File: config.mk
export PLATFORM = sky130hd
export DESIGN_NAME = quotient_filter_count_encoder_top
export DESIGN_NICKNAME = d
export VERILOG_FILES = /design/src/hdl/qfce_pkg.sv /design/src/hdl/qfce_div.sv /design/src/hdl/quotient_filter_count_encoder_top.sv
export VERILOG_INCLUDE_DIRS = /design/src /design/src/hdl
export SDC_FILE = /design/constraint.sdc
export NUM_CORES = 1
export LEC_CHECK = 0
export BUFFER_PORTS_ARGS = -buffer_cell sky130_fd_sc_hd__buf_2
export CAP_MARGIN = 30
export CORE_UTILIZATION = 60
export DETAILED_ROUTE_END_ITERATION = 16
export PLACE_DENSITY = 0.76
export SLEW_MARGIN = 20
export SYNTH_ARGS = -nofsm -noshare
export SYNTH_HDL_FRONTEND = slang
export SYNTH_HIERARCHICAL = 1
export SYNTH_SLANG_ARGS = --single-unit
File: constraint.sdc
create_clock -name clk -period 6.8 [get_ports clk]
set_input_delay 1.7 -clock clk [delete_from_list [all_inputs] [get_ports clk]]
set_output_delay 1.7 -clock clk [all_outputs]
set_load 0.05 [all_outputs]
File: src/hdl/quotient_filter_count_encoder_top_macros.svh
// Assertion macros shared by the counter encoder RTL.
`ifndef QUOTIENT_FILTER_COUNT_ENCODER_TOP_MACROS_SVH
`define QUOTIENT_FILTER_COUNT_ENCODER_TOP_MACROS_SVH

// Same-cycle implication, sampled on clk, off while rst_n is low.
`define QFCE_ASSERT_IMP(lbl, ante, cons, msg) \
  lbl: assert property (@(posedge clk) disable iff (!rst_n) (ante) |-> (cons)) else $error(msg);

// Next-cycle implication, sampled on clk, off while rst_n is low.
`define QFCE_ASSERT_NXT(lbl, ante, cons, msg) \
  lbl: assert property (@(posedge clk) disable iff (!rst_n) (ante) |=> (cons)) else $error(msg);

`endif

File: src/hdl/qfce_pkg.sv
// Types and constants shared by the counter encoder modules.
`timescale 1ns / 1ps

package qfce_pkg;

  localparam int CNT_W     = 32;             // occurrence count and dividend width
  localparam int SLOT_W    = 32;             // slot value field width
  localparam int DIVISOR_W = 33;             // full digit clipped to 2^33-1
  localparam int RB_W      = 6;              // remainder_bits register width

  localparam logic [RB_W-1:0] RB_RESET = 6'd8;
  localparam logic [RB_W-1:0] RB_MIN   = 6'd2;
  localparam logic [RB_W-1:0] RB_CLIP  = 6'd33;

  // register index taken from the word address
  localparam logic REG_REMAINDER_BITS = 1'b0;

  typedef struct packed {
    logic                 start;
    logic [CNT_W-1:0]     dividend;
    logic [DIVISOR_W-1:0] divisor;
  } qfce_div_req_t;

  typedef struct packed {
    logic                 busy;
    logic                 done;
    logic [CNT_W-1:0]     quot;
    logic [DIVISOR_W-1:0] rmd;
  } qfce_div_res_t;

endpackage

File: src/hdl/qfce_div.sv
// Bit-serial restoring divider: one quotient bit per cycle.
`timescale 1ns / 1ps

module qfce_div (
  input  logic                  clk,
  input  logic                  rst_n,
  input  qfce_pkg::qfce_div_req_t req,
  output qfce_pkg::qfce_div_res_t res
);

  localparam int STEP_W = $clog2(qfce_pkg::CNT_W);
  localparam logic [STEP_W-1:0] LAST_STEP = STEP_W'(qfce_pkg::CNT_W - 1);

  logic [qfce_pkg::DIVISOR_W-1:0] p_r, p_nxt, d_r;
  logic [qfce_pkg::CNT_W-1:0]     q_r;
  logic [STEP_W-1:0]              step_r;
  logic                           busy_r, done_r;
  logic [qfce_pkg::DIVISOR_W:0]   trial, diff;
  logic                           fits;

  always_comb begin
    // shift the next dividend bit into the partial remainder
    trial = {p_r, q_r[qfce_pkg::CNT_W-1]};
    diff  = trial - {1'b0, d_r};
    fits  = (trial >= {1'b0, d_r});
    p_nxt = fits ? diff[qfce_pkg::DIVISOR_W-1:0] : trial[qfce_pkg::DIVISOR_W-1:0];
  end

  always_ff @(posedge clk) begin
    if (!rst_n) begin
      busy_r <= 1'b0;
      done_r <= 1'b0;
      step_r <= '0;
    end else begin
      done_r <= busy_r && !req.start && (step_r == LAST_STEP);
      if (req.start) begin
        p_r    <= '0;
        q_r    <= req.dividend;
        d_r    <= req.divisor;
        step_r <= '0;
        busy_r <= 1'b1;
      end else if (busy_r) begin
        p_r    <= p_nxt;
        q_r    <= {q_r[qfce_pkg::CNT_W-2:0], fits};
        step_r <= step_r + 1'b1;
        if (step_r == LAST_STEP) begin
          busy_r <= 1'b0;
        end
      end
    end
  end

  assign res.busy = busy_r;
  assign res.done = done_r;
  assign res.quot = q_r;
  assign res.rmd  = p_r;

endmodule

File: src/hdl/quotient_filter_count_encoder_top.sv
// Counting quotient filter counter encoder: turns (remainder, count) into slot values.
// Flow: an item with count 1 passes through the check and emit states to the output register; a larger
//   count first waits in the divide state for the 32-step bit-serial divider to finish.
// Throughput: one slot per cycle once emitting, while out_tready holds; an item holds the
//   block until its last slot is loaded, and the next input is taken only after that slot.
// Reset: synchronous active-low rst_n idles the sequencer and sets remainder_bits to 8.
`timescale 1ns / 1ps
`include "quotient_filter_count_encoder_top_macros.svh"

module quotient_filter_count_encoder_top #(
  parameter int MAX_RUN        = 64,
  parameter int SLOT_WIDTH_MAX = 32
) (
  input  logic        clk,
  input  logic        rst_n,
  // in_tdata: [31:0] remainder_value, [63:32] occurrences
  input  logic        in_tvalid,
  output logic        in_tready,
  input  logic [63:0] in_tdata,
  // out_tdata: [31:0] slot_value; out_tlast: is_last; out_tuser: [0] too_long
  output logic        out_tvalid,
  input  logic        out_tready,
  output logic [31:0] out_tdata,
  output logic        out_tlast,
  output logic        out_tuser,
  input  logic        cfg_psel,
  input  logic        cfg_penable,
  input  logic        cfg_pwrite,
  input  logic [2:0]  cfg_paddr,
  input  logic [31:0] cfg_pwdata,
  output logic [31:0] cfg_prdata,
  output logic        cfg_pready
);

  localparam int POS_W    = $clog2(MAX_RUN + 1);
  localparam int SWM_CLIP = (SLOT_WIDTH_MAX > 63) ? 63 : SLOT_WIDTH_MAX;
  localparam logic [qfce_pkg::RB_W-1:0] SWM_L = qfce_pkg::RB_W'(SWM_CLIP);
  localparam logic [qfce_pkg::CNT_W+1:0] MAX_RUN_L = (qfce_pkg::CNT_W + 2)'(MAX_RUN);

  typedef enum logic [1:0] {S_IDLE, S_DIV, S_CHECK, S_EMIT} state_t;

  state_t                          state_r;
  logic [qfce_pkg::RB_W-1:0]       rb_r, r_eff, r_div;
  logic [qfce_pkg::DIVISOR_W-1:0]  full33;
  logic [qfce_pkg::SLOT_W-1:0]     rem_in, rem_r, full_r, digits_r, left_r, left_w, slot_w;
  logic [qfce_pkg::CNT_W-1:0]      cnt_in, extra_in;
  logic                            rem_zero_r, cnt_one_r, escape_r, too_long_r;
  logic [POS_W:0]                  head_r, hd_end_r, head_w;
  logic [POS_W-1:0]                len_r, pos_r;
  logic [qfce_pkg::CNT_W+1:0]      len_w;
  logic                            in_xfer, cfg_wr, pos_last, emit_go;
  logic                            out_tvalid_r, out_last_r, out_flag_r;
  logic [qfce_pkg::SLOT_W-1:0]     out_data_r;
  qfce_pkg::qfce_div_req_t         div_req;
  qfce_pkg::qfce_div_res_t         div_res;

  // configuration port
  assign cfg_pready = 1'b1;
  assign cfg_wr     = cfg_psel & cfg_penable & cfg_pwrite
                      & (cfg_paddr[2] == qfce_pkg::REG_REMAINDER_BITS);
  assign cfg_prdata = (cfg_paddr[2] == qfce_pkg::REG_REMAINDER_BITS)
                      ? {{(32 - qfce_pkg::RB_W){1'b0}}, rb_r} : 32'd0;

  always_ff @(posedge clk) begin
    if (!rst_n) begin
      rb_r <= qfce_pkg::RB_RESET;
    end else if (cfg_wr) begin
      rb_r <= cfg_pwdata[qfce_pkg::RB_W-1:0];
    end
  end

  always_comb begin
    r_eff = rb_r;
    if (r_eff < qfce_pkg::RB_MIN) r_eff = qfce_pkg::RB_MIN;
    if (r_eff > SWM_L)            r_eff = SWM_L;
    // any digit wider than 33 bits exceeds every count, so clip there
    r_div  = (r_eff > qfce_pkg::RB_CLIP) ? qfce_pkg::RB_CLIP : r_eff;
    full33 = ~({qfce_pkg::DIVISOR_W{1'b1}} << r_div);
  end

  assign in_tready = (state_r == S_IDLE);
  assign in_xfer   = in_tvalid & in_tready;
  assign rem_in    = in_tdata[31:0] & full33[qfce_pkg::SLOT_W-1:0];
  assign cnt_in    = in_tdata[63:32];
  assign extra_in  = cnt_in - 32'd2;

  always_comb begin
    div_req.start    = in_xfer && (cnt_in > 32'd1);
    div_req.dividend = extra_in;
    div_req.divisor  = (rem_in == '0) ? full33 : (full33 - 1'b1);
  end

  qfce_div u_div (
    .clk  (clk),
    .rst_n(rst_n),
    .req  (div_req),
    .res  (div_res)
  );

  always_comb begin
    left_w = div_res.rmd[qfce_pkg::SLOT_W-1:0];
    // bump the leftover digit past the remainder so it cannot be read as the close
    if (!rem_zero_r && (left_w != '0) && (left_w >= rem_r)) left_w = left_w + 1'b1;

    if (cnt_one_r) begin
      len_w = (qfce_pkg::CNT_W + 2)'(1);
    end else begin
      len_w = (rem_zero_r ? (qfce_pkg::CNT_W + 2)'(3) : (qfce_pkg::CNT_W + 2)'(2))
              + (qfce_pkg::CNT_W + 2)'(escape_r)
              + (qfce_pkg::CNT_W + 2)'(digits_r)
              + (qfce_pkg::CNT_W + 2)'(left_r != '0);
    end
    head_w = (POS_W + 1)'(1) + (POS_W + 1)'(!cnt_one_r && rem_zero_r)
             + (POS_W + 1)'(escape_r);

    pos_last = (pos_r == len_r - 1'b1);
    if (pos_last || (pos_r == '0))    slot_w = rem_r;
    else if ({1'b0, pos_r} < head_r)  slot_w = '0;
    else if ({1'b0, pos_r} < hd_end_r) slot_w = full_r;
    else                              slot_w = left_r;
  end

  // load the output register when it is empty or being drained
  assign emit_go = (state_r == S_EMIT) && (!out_tvalid_r || out_tready);

  always_ff @(posedge clk) begin
    if (!rst_n) begin
      state_r      <= S_IDLE;
      out_tvalid_r <= 1'b0;
    end else begin
      if (out_tready && !emit_go) out_tvalid_r <= 1'b0;
      case (state_r)
        S_IDLE: begin
          if (in_xfer) begin
            rem_r      <= rem_in;
            full_r     <= full33[qfce_pkg::SLOT_W-1:0];
            rem_zero_r <= (rem_in == '0);
            cnt_one_r  <= (cnt_in == 32'd1);
            escape_r   <= (cnt_in > 32'd1) && (rem_in != '0) && (extra_in >= rem_in);
            digits_r   <= '0;
            left_r     <= '0;
            if (cnt_in == 32'd1)     state_r <= S_CHECK;
            else if (cnt_in != '0)  state_r <= S_DIV;
          end
        end
        S_DIV: begin
          if (div_res.done) begin
            digits_r <= div_res.quot;
            left_r   <= left_w;
            state_r  <= S_CHECK;
          end
        end
        S_CHECK: begin
          too_long_r <= (len_w > MAX_RUN_L);
          len_r      <= len_w[POS_W-1:0];
          head_r     <= head_w;
          hd_end_r   <= head_w + digits_r[POS_W:0];
          pos_r      <= '0;
          state_r    <= S_EMIT;
        end
        S_EMIT: begin
          if (emit_go) begin
            out_tvalid_r <= 1'b1;
            if (too_long_r) begin
              out_data_r <= '0;
              out_last_r <= 1'b1;
              out_flag_r <= 1'b1;
              state_r    <= S_IDLE;
            end else begin
              out_data_r <= slot_w;
              out_last_r <= pos_last;
              out_flag_r <= 1'b0;
              pos_r      <= pos_r + 1'b1;
              if (pos_last) state_r <= S_IDLE;
            end
          end
        end
        default: state_r <= S_IDLE;
      endcase
    end
  end

  assign out_tvalid = out_tvalid_r;
  assign out_tdata  = out_data_r;
  assign out_tlast  = out_last_r;
  assign out_tuser  = out_flag_r;

  `QFCE_ASSERT_IMP(a_flag_is_single, out_tvalid && out_tuser, out_tlast && (out_tdata == '0), "too_long result must be a lone zero slot")
  `QFCE_ASSERT_NXT(a_zero_count_idle, in_tvalid && in_tready && (in_tdata[63:32] == '0), in_tready, "zero count must leave the block idle")
  `QFCE_ASSERT_IMP(a_pos_in_run, (state_r == S_EMIT) && !too_long_r, pos_r < len_r, "slot position ran past the run length")
  `QFCE_ASSERT_IMP(a_div_idle, state_r == S_IDLE, !div_res.busy, "divider busy while sequencer idle")

endmodule

==> flow_summary.toml <==
[setup_path]
reg2regPathDepth = 12
endpoint_kind = "register"
cp_cell_sequence = "buf_2, or4_4, nor4_4, or4b_1, or4b_1, and3_2, buf_4, and2_1, buf_4"
critPathBufInv = 3
rr_endpoint = "too_long_r$_DFFE_PP_"
crit_fanout = 41
arrival_ns = 5.60
cp-start-kind = "input pin"
path_delay_family = "simple AND/OR/NAND/NOR gates"
rr_startpoint = "left_r[24]$_SDFFCE_PN0P_"
r2r_slack_ns = 1.63
cp_slowest_cell = "or4b_1"
worstSetupPathType = "input pin to register"
crit_required_ns = 7.03
slowest_delay_ns = 0.71

[cts]
htreeDepth = 2
post_cts_buffers = 0
cts.repair.resized = 0
cts_max_path_buffers = 3
cts_root_buffer = "clkbuf_16"
cts_made_buffers = 36
cts_hold_repair.buffers = 0
clk_latency_ns = 0.52
clkSinkCount = 304
cts_tree = "built"
cts.clk_slew.worst_paths_ns = 0.06

[power]
cellPowerDensity_nw_per_um2 = 314
leakage_nw = 9.04
ir_drop_uv = 229

[die]
die_h_um = 185
die_w_um = 185
fp-row-count = 66
io_pins = 175
start_util = 0.614
fp.dieArea_um2 = 34200
core_um2 = 32700

[sta]
finalClockSkew_ns = 0.0197
setup_ws_ns = 1.43
post-route-period-util = 0.789
tightest_slew_ns = 0.909
slew_violations = 0
fmax_ghz = 0.186
setup_viol = 0
rsz0062_at_grt = "false"
tns_ns = 0
slew-limit-headroom = 0.393
hold_slack_ns = 0.513
fin_crit_ns = 5.37
hold_viol_final = 0

[grt]
track_usage = 0.328
grt_pass1_vias = 15203
antenna_found_initial = 1
grt_max_degree = 66
grt_pass1_wl_um = 85000
grt_overflow_total = 0

[placed_design]
hpwl_um = 42400
dp_slack_ns = 0.921
routabilityCongestion = 0.966
portBuffers = 119
dp.cells = 2498

[worst_hold_path]
min_from = "state_r[0]$_SDFFE_PN0P_"
hold_end = "state_r[0]$_SDFFE_PN0P_"
worstHoldPathCells = 2
min_path_type = "register to register"

[run]
maxCapViolCount = 0

[route]
via_per_inst = 6.50
wl_per_cell_um = 21.8
num_vias = 16661
ant_nets = 0
routed_wl_um = 56000
first_pass_iters = 6
drt_iter0_drc = 2263
post-route-drc-count = 0

[synthesis]
syn_inst = 2019
synth_area_um2 = 20100
yosys_warnings = 6
syn_avg_cell_area_um2 = 9.94

[finish]
drive_gt1_frac = 0.136
multi_input_area_um2 = 9960
seqCellArea_um2 = 8970
final_nets = 2327
n_fill_cell = 2540
area_growth_pct = 10.6
stdcell_count = 2563

[outcome]
status = "finished clean"
[through the flow]
step / util / total power, mW / instance area, um^2
CTS: 0.678 / 6.91 / 22200
detailed placement: 0.640 / 4.89 / 20900
finish: 0.678 / 6.96 / 22200
global route: 0.678 / 7.26 / 22200
floorplan: - / 4.34 / 20200
global placement: 0.636 / 4.80 / 20800
[where the power goes]
group / switching, mW / internal (mW) / leakage [nW]
logic: 1.28 / 0.791 / 5.61
clock network: 0.779 / 1.26 / 0.598
registers: 0.370 / 2.48 / 2.83
[routing by layer]
metal	wire [um]	GRT usage	vias up
met5	0	0	-
met4	1890	0.118	0
met3	6210	0.0476	132
met2	24900	0.508	974
met1	23000	0.469	7975
li1	-	-	7580
[area by class of cell]
type,instances,area share
repair buffers,144,0.0379
diodes,1,0.000113
well taps,442,0.0249
clock inverters,21,0.0121
multi-input cells,1445,0.449
flip-flops and latches,304,0.404
inverters,163,0.0276
clock buffers,43,0.0441
[worst register-to-register path, delay by kind of cell (launching register included)]
family | cells | cell delay (ns)
compound gates | 5 | 2.35
simple gates | 5 | 1.34
fa+ha+maj | 2 | 0.72
flops | 1 | 0.43
[how the worst max path moves through the flow]
stage	start	end	slack [ns]	cells after the start
3_5_place_dp	in_tdata[47]	escape_r$_DFFE_PP_	0.92	14
3_3_place_gp	in_tdata[47]	u_div/d_r[16]$_DFFE_PP_	0.95	9
6_report	in_tdata[47]	u_div/d_r[6]$_DFFE_PP_	1.43	9
5_1_grt	in_tdata[47]	escape_r$_DFFE_PP_	1.24	14
2_1_floorplan	in_tdata[47]	u_div/p_r[0]$_SDFFCE_PP0P_	1.38	8
4_1_cts	in_tdata[47]	escape_r$_DFFE_PP_	1.46	14
[placed cells by master (no fill, tap or decap), types with 44 or more instances in the layout]
cell / n
inv_1: 162
nor2b_1: 53
nor2_1: 80
edfxtp_1: 288
buf_2: 119
nand2_1: 172
ha_1: 123
nand3_1: 45
a21oi_1: 108
a21o_1: 71
and2_1: 44
o21ai_0: 75
nand4_1: 79
[registers in the layout, summed over array words and instances, names as in the netlist, 6 cells and up]
register / count
left_r: 32
rem_r: 32
full_r: 32
u_div/q_r: 32
len_r: 7
u_div/p_r: 33
out_tdata: 32
hd_end_r: 8
digits_r: 32
pos_r: 7
u_div/d_r: 33
rb_r: 6
No activity file was read; power rests on OpenSTA's default activity.
